<file path="src/rtl/core/hfrf_pkg.sv">
`default_nettype none
// ----------------------------------------------------------------------------
// hfrf_pkg: shared definitions for the flash report framer
// Command codes, register indexes, report layout constants, the control and
// status bundles between the controller and the datapath, and the CRC step.
// ----------------------------------------------------------------------------
package hfrf_pkg;

  // Width of the image length register and the sent-byte counter.
  localparam int LENGTH_WIDTH = 24;
  // Configuration data is as wide as the widest register.
  localparam int CFG_DATA_W   = (LENGTH_WIDTH > 8) ? LENGTH_WIDTH : 8;

  // Input command codes.
  localparam logic [1:0] CMD_START = 2'd0;
  localparam logic [1:0] CMD_BYTE  = 2'd1;
  localparam logic [1:0] CMD_RESP  = 2'd2;
  localparam logic [1:0] CMD_ABORT = 2'd3;

  // Configuration register indexes.
  localparam logic REG_REPORT_ID    = 1'b0;
  localparam logic REG_IMAGE_LENGTH = 1'b1;

  // Response status that means the device accepted the report.
  localparam logic [7:0] RESP_OK = 8'h01;

  // Report layout.
  localparam int REPORT_BYTES = 32;
  localparam int DATA_FIRST   = 11;
  localparam int DATA_BYTES   = 16;
  localparam int DATA_LAST    = DATA_FIRST + DATA_BYTES - 1;
  localparam int CRC_LO_POS   = DATA_LAST + 1;
  localparam int CRC_HI_POS   = DATA_LAST + 2;

  // Header bytes of the start report.
  localparam logic [7:0] HDR_B0 = 8'hF0;
  localparam logic [7:0] HDR_B1 = 8'h0B;
  localparam logic [7:0] HDR_B2 = 8'h01;
  localparam logic [7:0] HDR_B3 = 8'h09;
  localparam logic [7:0] HDR_B4 = 8'h05;
  localparam logic [7:0] HDR_B5 = 8'h04;
  localparam logic [7:0] HDR_B6 = 8'h52;
  localparam logic [7:0] HDR_B7 = 8'h28;
  localparam logic [7:0] HDR_B8 = 8'h00;
  localparam logic [7:0] HDR_B9 = 8'h01;
  localparam logic [7:0] HDR_B10 = 8'hFF;

  // Length bytes of a data report.
  localparam logic [7:0] DATA_LEN4 = 8'(20 + 3);
  localparam logic [7:0] DATA_LEN3 = DATA_LEN4 + 8'd4;
  localparam logic [7:0] DATA_LEN1 = DATA_LEN3 + 8'd2;

  // End report marker and fill.
  localparam logic [7:0] END_MARK = 8'h02;
  localparam logic [7:0] PAD_BYTE = 8'hFF;

  // CRC-16/MODBUS.
  localparam logic [15:0] CRC_POLY = 16'hA001;
  localparam logic [15:0] CRC_INIT = 16'hFFFF;

  // Commands from the controller to the datapath.
  typedef struct packed {
    logic       start;       // reload header, clear counters
    logic       set_abort;   // mark an abort request
    logic       seq_load;    // good response, open a new chunk
    logic       end_load;    // good response, build the end report
    logic       byte_store;  // store one image byte
    logic       emit_byte;   // load one report byte into the output register
    logic [4:0] emit_pos;    // position of that byte within the report
    logic       data_rep;    // the report being sent is a data report
    logic       emit_last;   // that byte ends the run
    logic       emit_finish; // load the finish item into the output register
  } ctrl_t;

  // Status from the datapath to the controller.
  typedef struct packed {
    logic more_data; // bytes remain and no abort is pending
    logic fill_done; // the byte being stored closes the chunk
    logic out_free;  // the output register can take an item this cycle
  } stat_t;

  // One byte of the reflected CRC, bit by bit, low bit first.
  function automatic logic [15:0] crc_byte(input logic [15:0] crc_in, input logic [7:0] data);
    logic [15:0] c;
    logic [7:0]  d;
    logic        x;
    c = crc_in;
    d = data;
    for (int b = 0; b < 8; b++) begin
      x = c[0] ^ d[0];
      c = {1'b0, c[15:1]};
      if (x) begin
        c = c ^ CRC_POLY;
      end
      d = {1'b0, d[7:1]};
    end
    return c;
  endfunction

endpackage
`default_nettype wire

</file>
<file path="src/rtl/core/hfrf_ctrl.sv">
`default_nettype none
// ----------------------------------------------------------------------------
// hfrf_ctrl: transfer controller
// Decodes each accepted item against the transfer phase and sequences the
// output of a report, a finish item, or both.
// ----------------------------------------------------------------------------
module hfrf_ctrl (
  input  wire                  clk,
  input  wire                  rst,
  input  wire                  in_valid,
  output logic                 in_stall,
  input  wire  [1:0]           command,
  input  wire                  resp_full,
  input  wire  [7:0]           resp_status,
  input  wire hfrf_pkg::stat_t stat,
  output hfrf_pkg::ctrl_t      ctrl
);

  // Sequencer states.
  localparam logic [1:0] ST_IDLE   = 2'd0;
  localparam logic [1:0] ST_EMIT   = 2'd1;
  localparam logic [1:0] ST_FINISH = 2'd2;

  // Transfer phases.
  localparam logic [1:0] PH_IDLE = 2'd0;
  localparam logic [1:0] PH_WAIT = 2'd1;
  localparam logic [1:0] PH_FILL = 2'd2;

  logic [1:0] state;
  logic [1:0] state_next;
  logic [1:0] phase;
  logic [1:0] phase_next;
  logic [4:0] pos;
  logic [4:0] pos_next;
  logic       then_finish;
  logic       then_finish_next;
  logic       data_rep;
  logic       data_rep_next;
  logic       accept;
  logic       resp_good;
  logic       pos_end;

  assign accept    = in_valid && (state == ST_IDLE);
  assign in_stall  = (state != ST_IDLE);
  assign resp_good = resp_full && (resp_status == hfrf_pkg::RESP_OK);
  assign pos_end   = (pos == 5'(hfrf_pkg::REPORT_BYTES - 1));

  // Item decode and output sequencing.
  always_comb begin
    ctrl             = '0;
    state_next       = state;
    phase_next       = phase;
    pos_next         = pos;
    then_finish_next = then_finish;
    data_rep_next    = data_rep;
    ctrl.emit_pos    = pos;
    ctrl.data_rep    = data_rep;
    case (state)
      ST_IDLE: begin
        if (accept) begin
          case (command)
            hfrf_pkg::CMD_START: begin
              ctrl.start       = 1'b1;
              phase_next       = PH_WAIT;
              state_next       = ST_EMIT;
              pos_next         = '0;
              then_finish_next = 1'b0;
              data_rep_next    = 1'b0;
            end
            hfrf_pkg::CMD_ABORT: begin
              ctrl.set_abort = 1'b1;
            end
            hfrf_pkg::CMD_RESP: begin
              if (phase == PH_WAIT) begin
                if (!resp_good) begin
                  phase_next = PH_IDLE;
                  state_next = ST_FINISH;
                end else if (stat.more_data) begin
                  ctrl.seq_load = 1'b1;
                  phase_next    = PH_FILL;
                end else begin
                  ctrl.end_load    = 1'b1;
                  phase_next       = PH_IDLE;
                  state_next       = ST_EMIT;
                  pos_next         = '0;
                  then_finish_next = 1'b1;
                  data_rep_next    = 1'b0;
                end
              end
            end
            hfrf_pkg::CMD_BYTE: begin
              if (phase == PH_FILL) begin
                ctrl.byte_store = 1'b1;
                if (stat.fill_done) begin
                  phase_next       = PH_WAIT;
                  state_next       = ST_EMIT;
                  pos_next         = '0;
                  then_finish_next = 1'b0;
                  data_rep_next    = 1'b1;
                end
              end
            end
            default: begin
            end
          endcase
        end
      end
      ST_EMIT: begin
        if (stat.out_free) begin
          ctrl.emit_byte = 1'b1;
          ctrl.emit_last = pos_end && !then_finish;
          pos_next       = pos + 5'd1;
          if (pos_end) begin
            state_next = then_finish ? ST_FINISH : ST_IDLE;
          end
        end
      end
      ST_FINISH: begin
        if (stat.out_free) begin
          ctrl.emit_finish = 1'b1;
          state_next       = ST_IDLE;
        end
      end
      default: begin
        state_next = ST_IDLE;
      end
    endcase
  end

  // Controller registers.
  always_ff @(posedge clk) begin
    if (rst) begin
      state       <= ST_IDLE;
      phase       <= PH_IDLE;
      pos         <= '0;
      then_finish <= 1'b0;
      data_rep    <= 1'b0;
    end else begin
      state       <= state_next;
      phase       <= phase_next;
      pos         <= pos_next;
      then_finish <= then_finish_next;
      data_rep    <= data_rep_next;
    end
  end

endmodule
`default_nettype wire

</file>
<file path="src/rtl/core/hfrf_datapath.sv">
`default_nettype none
// ----------------------------------------------------------------------------
// hfrf_datapath: report buffer, counters, CRC and output register
// Holds the variable bytes of the report, builds each report byte by its
// position, runs the CRC over the sequence bytes and the data region as they
// go out, and drives the output channel.
// ----------------------------------------------------------------------------
module hfrf_datapath (
  input  wire                              clk,
  input  wire                              rst,
  input  wire                              cfg_we,
  input  wire                              cfg_index,
  input  wire  [hfrf_pkg::CFG_DATA_W-1:0]  cfg_data,
  input  wire  [7:0]                       file_byte,
  input  wire  [7:0]                       resp_seq_lo,
  input  wire  [7:0]                       resp_seq_hi,
  input  wire hfrf_pkg::ctrl_t             ctrl,
  output hfrf_pkg::stat_t                  stat,
  output logic                             out_valid,
  input  wire                              out_stall,
  output logic                             kind,
  output logic [7:0]                       frame_byte,
  output logic                             last,
  output logic                             success
);

  localparam int LW = hfrf_pkg::LENGTH_WIDTH;

  logic [7:0]    report_id;
  logic [LW-1:0] image_length;
  logic [LW-1:0] bytes_sent;
  logic [LW-1:0] sent_next;
  logic [3:0]    fill_pos;
  logic          abort_pending;
  logic          long_hdr;
  logic [7:0]    seq_lo;
  logic [7:0]    seq_hi;
  logic [7:0]    data_mem [hfrf_pkg::DATA_BYTES];
  logic [15:0]   data_valid;
  logic          data_pad;
  logic [15:0]   crc_acc;
  logic [15:0]   crc_store;
  logic [5:0]    buf_idx;
  logic [5:0]    data_off;
  logic [3:0]    data_idx;
  logic [7:0]    pad_val;
  logic [7:0]    buf_byte;
  logic          in_data;

  // Configuration registers.
  always_ff @(posedge clk) begin
    if (rst) begin
      report_id    <= '0;
      image_length <= '0;
    end else if (cfg_we) begin
      if (cfg_index == hfrf_pkg::REG_REPORT_ID) begin
        report_id <= cfg_data[7:0];
      end else begin
        image_length <= cfg_data[LW-1:0];
      end
    end
  end

  // Status toward the controller.
  assign sent_next      = (bytes_sent == {LW{1'b1}}) ? bytes_sent : bytes_sent + 1'b1;
  assign stat.more_data = !abort_pending && (bytes_sent < image_length);
  assign stat.fill_done = (fill_pos == 4'(hfrf_pkg::DATA_BYTES - 1))
                          || (sent_next >= image_length);
  assign stat.out_free  = !out_valid || !out_stall;

  // Buffer position of the byte being sent; a nonzero report id skips byte 0.
  assign buf_idx  = {1'b0, ctrl.emit_pos} + {5'b0, (report_id != 8'd0)};
  assign data_off = buf_idx - 6'(hfrf_pkg::DATA_FIRST);
  assign data_idx = data_off[3:0];
  assign pad_val  = data_pad ? hfrf_pkg::PAD_BYTE : 8'h00;
  assign in_data  = (buf_idx >= 6'(hfrf_pkg::DATA_FIRST))
                    && (buf_idx <= 6'(hfrf_pkg::DATA_LAST));

  // Report byte selection by position.
  always_comb begin
    buf_byte = 8'h00;
    if (in_data) begin
      buf_byte = data_valid[data_idx] ? data_mem[data_idx] : pad_val;
    end else begin
      case (buf_idx)
        6'd0:  buf_byte = hfrf_pkg::HDR_B0;
        6'd1:  buf_byte = long_hdr ? hfrf_pkg::DATA_LEN1 : hfrf_pkg::HDR_B1;
        6'd2:  buf_byte = hfrf_pkg::HDR_B2;
        6'd3:  buf_byte = long_hdr ? hfrf_pkg::DATA_LEN3 : hfrf_pkg::HDR_B3;
        6'd4:  buf_byte = long_hdr ? hfrf_pkg::DATA_LEN4 : hfrf_pkg::HDR_B4;
        6'd5:  buf_byte = hfrf_pkg::HDR_B5;
        6'd6:  buf_byte = hfrf_pkg::HDR_B6;
        6'd7:  buf_byte = hfrf_pkg::HDR_B7;
        6'd8:  buf_byte = hfrf_pkg::HDR_B8;
        6'd9:  buf_byte = seq_lo;
        6'd10: buf_byte = seq_hi;
        6'(hfrf_pkg::CRC_LO_POS): buf_byte = ctrl.data_rep ? crc_acc[7:0] : crc_store[7:0];
        6'(hfrf_pkg::CRC_HI_POS): buf_byte = crc_store[15:8];
        default: buf_byte = 8'h00;
      endcase
    end
  end

  // Data region storage: one byte written per item, read by output position.
  always_ff @(posedge clk) begin
    if (ctrl.byte_store) begin
      data_mem[fill_pos] <= file_byte;
    end
  end

  // Variable report bytes.
  always_ff @(posedge clk) begin
    if (ctrl.start) begin
      seq_lo <= hfrf_pkg::HDR_B9;
      seq_hi <= hfrf_pkg::HDR_B10;
    end else if (ctrl.seq_load) begin
      seq_lo <= resp_seq_lo;
      seq_hi <= resp_seq_hi;
    end else if (ctrl.end_load) begin
      seq_lo <= hfrf_pkg::END_MARK;
      seq_hi <= hfrf_pkg::PAD_BYTE;
    end
  end

  // Transfer counters, flags and CRC.
  always_ff @(posedge clk) begin
    if (rst) begin
      bytes_sent    <= '0;
      fill_pos      <= '0;
      abort_pending <= 1'b0;
      long_hdr      <= 1'b0;
      data_valid    <= '0;
      data_pad      <= 1'b0;
      crc_acc       <= hfrf_pkg::CRC_INIT;
      crc_store     <= '0;
    end else begin
      if (ctrl.start) begin
        bytes_sent    <= '0;
        fill_pos      <= '0;
        abort_pending <= 1'b0;
        long_hdr      <= 1'b0;
        data_valid    <= '0;
        data_pad      <= 1'b0;
        crc_store     <= '0;
      end
      if (ctrl.set_abort) begin
        abort_pending <= 1'b1;
      end
      if (ctrl.seq_load || ctrl.end_load) begin
        data_valid <= '0;
        data_pad   <= 1'b1;
        fill_pos   <= '0;
      end
      if (ctrl.byte_store) begin
        data_valid[fill_pos] <= 1'b1;
        bytes_sent           <= sent_next;
        if (stat.fill_done) begin
          fill_pos <= '0;
          long_hdr <= 1'b1;
          crc_acc  <= hfrf_pkg::CRC_INIT;
        end else begin
          fill_pos <= fill_pos + 4'd1;
        end
      end
      // The CRC follows the sequence bytes and the data region as they are sent.
      if (ctrl.emit_byte && ctrl.data_rep) begin
        if ((buf_idx >= 6'd9) && (buf_idx <= 6'(hfrf_pkg::DATA_LAST))) begin
          crc_acc <= hfrf_pkg::crc_byte(crc_acc, buf_byte);
        end
        if (buf_idx == 6'(hfrf_pkg::CRC_LO_POS)) begin
          crc_store <= crc_acc;
        end
      end
      if (ctrl.emit_finish) begin
        bytes_sent <= '0;
      end
    end
  end

  // Output register.
  always_ff @(posedge clk) begin
    if (rst) begin
      out_valid <= 1'b0;
    end else if (ctrl.emit_byte || ctrl.emit_finish) begin
      out_valid <= 1'b1;
    end else if (!out_stall) begin
      out_valid <= 1'b0;
    end
  end

  always_ff @(posedge clk) begin
    if (ctrl.emit_byte) begin
      kind       <= 1'b0;
      frame_byte <= buf_byte;
      last       <= ctrl.emit_last;
      success    <= 1'b0;
    end else if (ctrl.emit_finish) begin
      kind       <= 1'b1;
      frame_byte <= 8'h00;
      last       <= 1'b1;
      success    <= (bytes_sent >= image_length);
    end
  end

endmodule
`default_nettype wire

</file>
<file path="src/rtl/core/hid_flash_report_framer_core.sv">
`default_nettype none
// ----------------------------------------------------------------------------
// hid_flash_report_framer_core: firmware image to HID report framer
// Builds 32-byte start, data and end reports from a byte stream and the
// device's responses, and signals the end of each transfer.
// ----------------------------------------------------------------------------
// Items are taken one at a time: the input stalls while results are being
// sent. An abort, an ignored item, a good response that opens a new chunk,
// and an image byte that does not close a chunk leave the input free. An
// item that produces a report holds the input while the report goes out,
// one report byte per cycle from a single output register while the output
// does not stall, and the end case then sends the finish item; a refused
// response holds it while its finish item is sent. A stalled output holds
// the input longer. A chunk holds up to 16 image bytes. The CRC takes one
// sequence or data byte per cycle as it goes out, unless the output stalls.
// ----------------------------------------------------------------------------
module hid_flash_report_framer_core (
  input  wire                              clk,
  input  wire                              rst,
  input  wire                              in_valid,
  output logic                             in_stall,
  input  wire  [1:0]                       command,
  input  wire  [7:0]                       file_byte,
  input  wire                              resp_full,
  input  wire  [7:0]                       resp_status,
  input  wire  [7:0]                       resp_seq_lo,
  input  wire  [7:0]                       resp_seq_hi,
  output logic                             out_valid,
  input  wire                              out_stall,
  output logic                             kind,
  output logic [7:0]                       frame_byte,
  output logic                             last,
  output logic                             success,
  input  wire                              cfg_we,
  input  wire                              cfg_index,
  input  wire  [hfrf_pkg::CFG_DATA_W-1:0]  cfg_data
);

  hfrf_pkg::ctrl_t ctrl;
  hfrf_pkg::stat_t stat;

  // Controller: item decode and output sequencing.
  hfrf_ctrl u_ctrl (
    .clk         (clk),
    .rst         (rst),
    .in_valid    (in_valid),
    .in_stall    (in_stall),
    .command     (command),
    .resp_full   (resp_full),
    .resp_status (resp_status),
    .stat        (stat),
    .ctrl        (ctrl)
  );

  // Datapath: buffer, counters, CRC and output register.
  hfrf_datapath u_datapath (
    .clk         (clk),
    .rst         (rst),
    .cfg_we      (cfg_we),
    .cfg_index   (cfg_index),
    .cfg_data    (cfg_data),
    .file_byte   (file_byte),
    .resp_seq_lo (resp_seq_lo),
    .resp_seq_hi (resp_seq_hi),
    .ctrl        (ctrl),
    .stat        (stat),
    .out_valid   (out_valid),
    .out_stall   (out_stall),
    .kind        (kind),
    .frame_byte  (frame_byte),
    .last        (last),
    .success     (success)
  );

endmodule
`default_nettype wire
</file>
<file path="config.mk">
export PLATFORM = sky130hd
export DESIGN_NAME = hid_flash_report_framer_core
export DESIGN_NICKNAME = d
export VERILOG_FILES = /design/src/rtl/core/hfrf_pkg.sv /design/src/rtl/core/hfrf_ctrl.sv /design/src/rtl/core/hfrf_datapath.sv /design/src/rtl/core/hid_flash_report_framer_core.sv
export SDC_FILE = /design/constraint.sdc
export NUM_CORES = 1
export LEC_CHECK = 0
export ABC_CLOCK_PERIOD_IN_PS = 13300
export BUFFER_PORTS_ARGS = -buffer_cell sky130_fd_sc_hd__buf_4
export CAP_MARGIN = 20
export CORE_ASPECT_RATIO = 1.25
export CORE_MARGIN = 8
export CORE_UTILIZATION = 40
export DETAILED_ROUTE_END_ITERATION = 16
export SKIP_CTS_REPAIR_TIMING = 1
export SYNTH_ARGS = -nofsm -noshare
export SYNTH_HDL_FRONTEND = slang
export SYNTH_SLANG_ARGS = --single-unit
export TNS_END_PERCENT = 5
</file>
<file path="constraint.sdc">
create_clock -name clk -period 13.3 [get_ports clk]
set_clock_uncertainty 0.2 [all_clocks]
set_input_delay 2.66 -clock clk [delete_from_list [all_inputs] [get_ports clk]]
set_output_delay 2.66 -clock clk [all_outputs]
set_load 0.01 [all_outputs]
</file>
==> out/results.ini <==
[global_route]
grt_pass1_vias = 10500
grt_start_max_net_pins = 106
grt.overflow.total = 0
antenna_found_initial = 0
grt_pass1_wl_um = 57900
grt_use_total_pct = 17.8

[finish]
fill_cells = 3243
final_nets = 1511
ff_latch_area_um2 = 6940
fin_util_pct = 46.0
drive_above_1_share_pct = 13.2
area_growth_syn_to_layout_pct = 14.0
multi_input_area_um2 = 6460
stdcell_count = 1877
diodes = 0
stdcell_area_um2 = 15800

[cts]
cts.htree.levels = 1
cts_tree = yes
cts_root_buffer = clkbuf_16
clock_path_buffers = 3
clkTransAtPathRegs_ps = 60
clk_latency_ps = 570
cts_sinks = 278
numCtsBuffers = 27

[placed_design]
hpwlAfterDp_um = 25800
io_buffers = 77
placed_cells = 1825
place_area_um2 = 14800
gp_congestion = 0.919

[route]
first_pass_iters = 5
post_drt_wl_per_cell_um = 19.5
wl_um = 36500
via_per_inst = 5.58
drt_iter0_markers = 599
drc = 0
drtAntennaViolNets = 0
num_vias = 10500

[floorplanning]
die_y_um = 224
ios = 78
start_util_pct = 40.3
die_w_um = 182
placementRows = 76
dieArea_um2 = 40800
fp.coreArea_um2 = 34300

[sta]
relSlewSlack_pct = 26.7
finalHoldViolations = 0
drv_slew = 0
fmax_mhz = 146
worst_slew_pin_slew_ps = 1100
setup_violations = 0
period_share_pct = 51.4
fin_crit_ps = 6840
setup-tns-final_ps = 0
hold_ws_ps = 253
rsz0062_at_grt = no

[synthesis]
async_flop_share_pct = 0
synthCells = 1341
yosys_register_bits = 278
yosysUniqueCellTypes = 78
synth-main-ff-cell = dfxtp_1
avgSynthCellArea_um2 = 10.3
yosysWarnings = 0
syn_area_um2 = 13800
synth_fp_nets = 1464
synth_edf_count = 137
yosysSeqAreaShare_pct = 50.1

[outcome]
status = finished, final reports clean

[job]
cap_violations = 0

[power_and_ir_drop]
vdd_ir_drop_max_v = 0.000140
power_density_nw_per_um2 = 125
p_int_mw = 1.49
clock_power_share_pct = 41.0
leakage_nw = 5.82
p_seq_share_pct = 46.0
swShare_pct = 25.0
p_sw_uw = 494
comb_power_share_pct = 13.0

[worst_hold_path]
hold_class = reg -> reg

[critical_path]
cp-end-kind = flip-flop
cp_cell_sequence = nor4_1 -> nand2_1 -> ha_1 -> ha_1 -> nand2_1 -> xnor2_4 -> buf_4 -> mux4_2 -> nor2b_1 -> o2111ai_1 -> a32oi_1 -> xnor2_1 -> xnor2_1 -> xnor2_1 -> xnor3_1 -> xor2_1 -> xor2_1 -> o32a_1
crit_buf_inv = 1
cp-start-kind = flip-flop
cp_max_fo = 30
slowest_delay_ps = 910
slowest_stage = ha_1
critPathRequiredTime_ps = 13550
path_class = reg -> reg
reg2reg_slack_ps = 6460
crit_path_frequent_cell = xnor2_1
cp_top_family = XOR/XNOR gates
critPathArrivalTime_ps = 7080

==> cells in the final DEF (no fill, tap or decap), drive strengths merged, types with 22 or more instances in the layout <==
cell / count
o21ai: 39
buf: 92
ha: 58
nor3: 37
a21o: 22
nor2: 115
xnor2: 29
mux2i: 39
nand2: 144
dfxtp: 141
mux4: 22
inv: 44
a22oi: 27
a21oi: 110
edfxtp: 137
clkbuf: 37
and2: 28
nand3: 38
==> registers in the layout (all words and copies together) (netlist names), 2 cells and up <==
| signal | flops |
|---|---|
| u_ctrl.phase | 2 |
| u_ctrl.pos | 5 |
| u_ctrl.state | 2 |
| u_datapath.bytes_sent | 24 |
| u_datapath.crc_acc | 16 |
| u_datapath.crc_store | 16 |
| u_datapath.data_mem | 128 |
| u_datapath.data_valid | 16 |
| u_datapath.fill_pos | 4 |
| u_datapath.frame_byte | 8 |
| u_datapath.image_length | 24 |
| u_datapath.report_id | 8 |
| u_datapath.seq_hi | 8 |
| u_datapath.seq_lo | 8 |
==> stage by stage <==
step | setup WS (ps) | power, mW
floorplan | 8330 | 1.10
global placement | 6720 | 1.18
detailed placement | 6500 | 1.19
CTS | 6470 | 2.00
global route | 6050 | 2.05
finish | 6460 | 1.98
==> worst min-delay path, stage by stage (launching register included) <==
cell,delay (ps)
dfxtp_1,310
nand2_1,50
a21oi_1,50
==> path summary, 6_finish.rpt <==
path | start | endpoint | cells past startpoint
max | u_datapath.report_id[3] | u_datapath.crc_acc[0] | 18
min | u_datapath.image_length[9] | u_datapath.image_length[9] | 2
max reg2reg | u_datapath.report_id[3] | u_datapath.crc_acc[0] | 18
min reg2reg | u_datapath.image_length[9] | u_datapath.image_length[9] | 2
==> synth_stat cells (8+ instances only) <==
library cell | instances | area share (%)
mux2_2 | 8 | 0.65
edfxtp_1 | 137 | 30
nor3_1 | 37 | 1.3
and2_1 | 28 | 1.3
clkbuf_1 | 57 | 1.5
inv_1 | 41 | 1.1
mux2i_1 | 39 | 2.8
nand3_1 | 38 | 1.4
o21ai_0 | 37 | 1.3
nor2_1 | 114 | 3.1
nand2b_1 | 9 | 0.41
nand4_1 | 21 | 0.95
nand2_1 | 144 | 3.9
a21oi_1 | 110 | 4.0
and3_1 | 14 | 0.63
a21o_1 | 22 | 1.2
dfxtp_1 | 141 | 20
o21bai_1 | 12 | 0.65
a32oi_1 | 8 | 0.51
or3_1 | 8 | 0.36
a22oi_1 | 27 | 1.5
xor2_1 | 16 | 1.0
xnor2_1 | 27 | 1.7
a211oi_1 | 11 | 0.60
mux4_2 | 22 | 3.6
a31oi_1 | 9 | 0.41
buf_2 | 11 | 0.40
nor2b_1 | 12 | 0.54
ha_1 | 58 | 5.2
==> power groups by stage <==
stage | registers (mW) | logic, mW | clock network [mW]
floorplan | 0.929 | 0.172 | 0
global placement | 0.929 | 0.255 | 0
detailed placement | 0.929 | 0.258 | 0
CTS | 0.910 | 0.259 | 0.832
global route | 0.911 | 0.278 | 0.861
finish | 0.910 | 0.257 | 0.812
==> metal layers <==
metal	part of all wire (%)	vias to the layer above	global-route usage [%]	wire length (um)
met5	0	-	0	0
met4	3.6	0	7.34	1320
met3	4.5	71	2.42	1640
met2	50	265	31.4	18300
met1	42	5114	21.4	15300
li1	-	5031	-	-
==> cells by family (layout without fill, tap and decap cells) <==
logic type,Yosys count,after routing,share of synthesized area [%]
AOI/OAI and AO/OA,321,321,15.5
xor gates and xnor gates,48,48,3.48
adders and majority gates,58,58,5.24
buffers and inverters,116,184,3.33
DFF,278,278,50.1
muxes,69,69,7.05
and+or+nand+nor,451,451,15.3
==> layout make-up <==
class	count	area share (%)
clock buffers	37	4.97
clock inverters	13	1.01
inverters	42	0.999
multi-input cells	947	41.0
flip-flops and latches	278	44.0
well taps	468	3.71
repair buffers	92	4.38
Note: power is estimated with default switching activity, not from simulation.
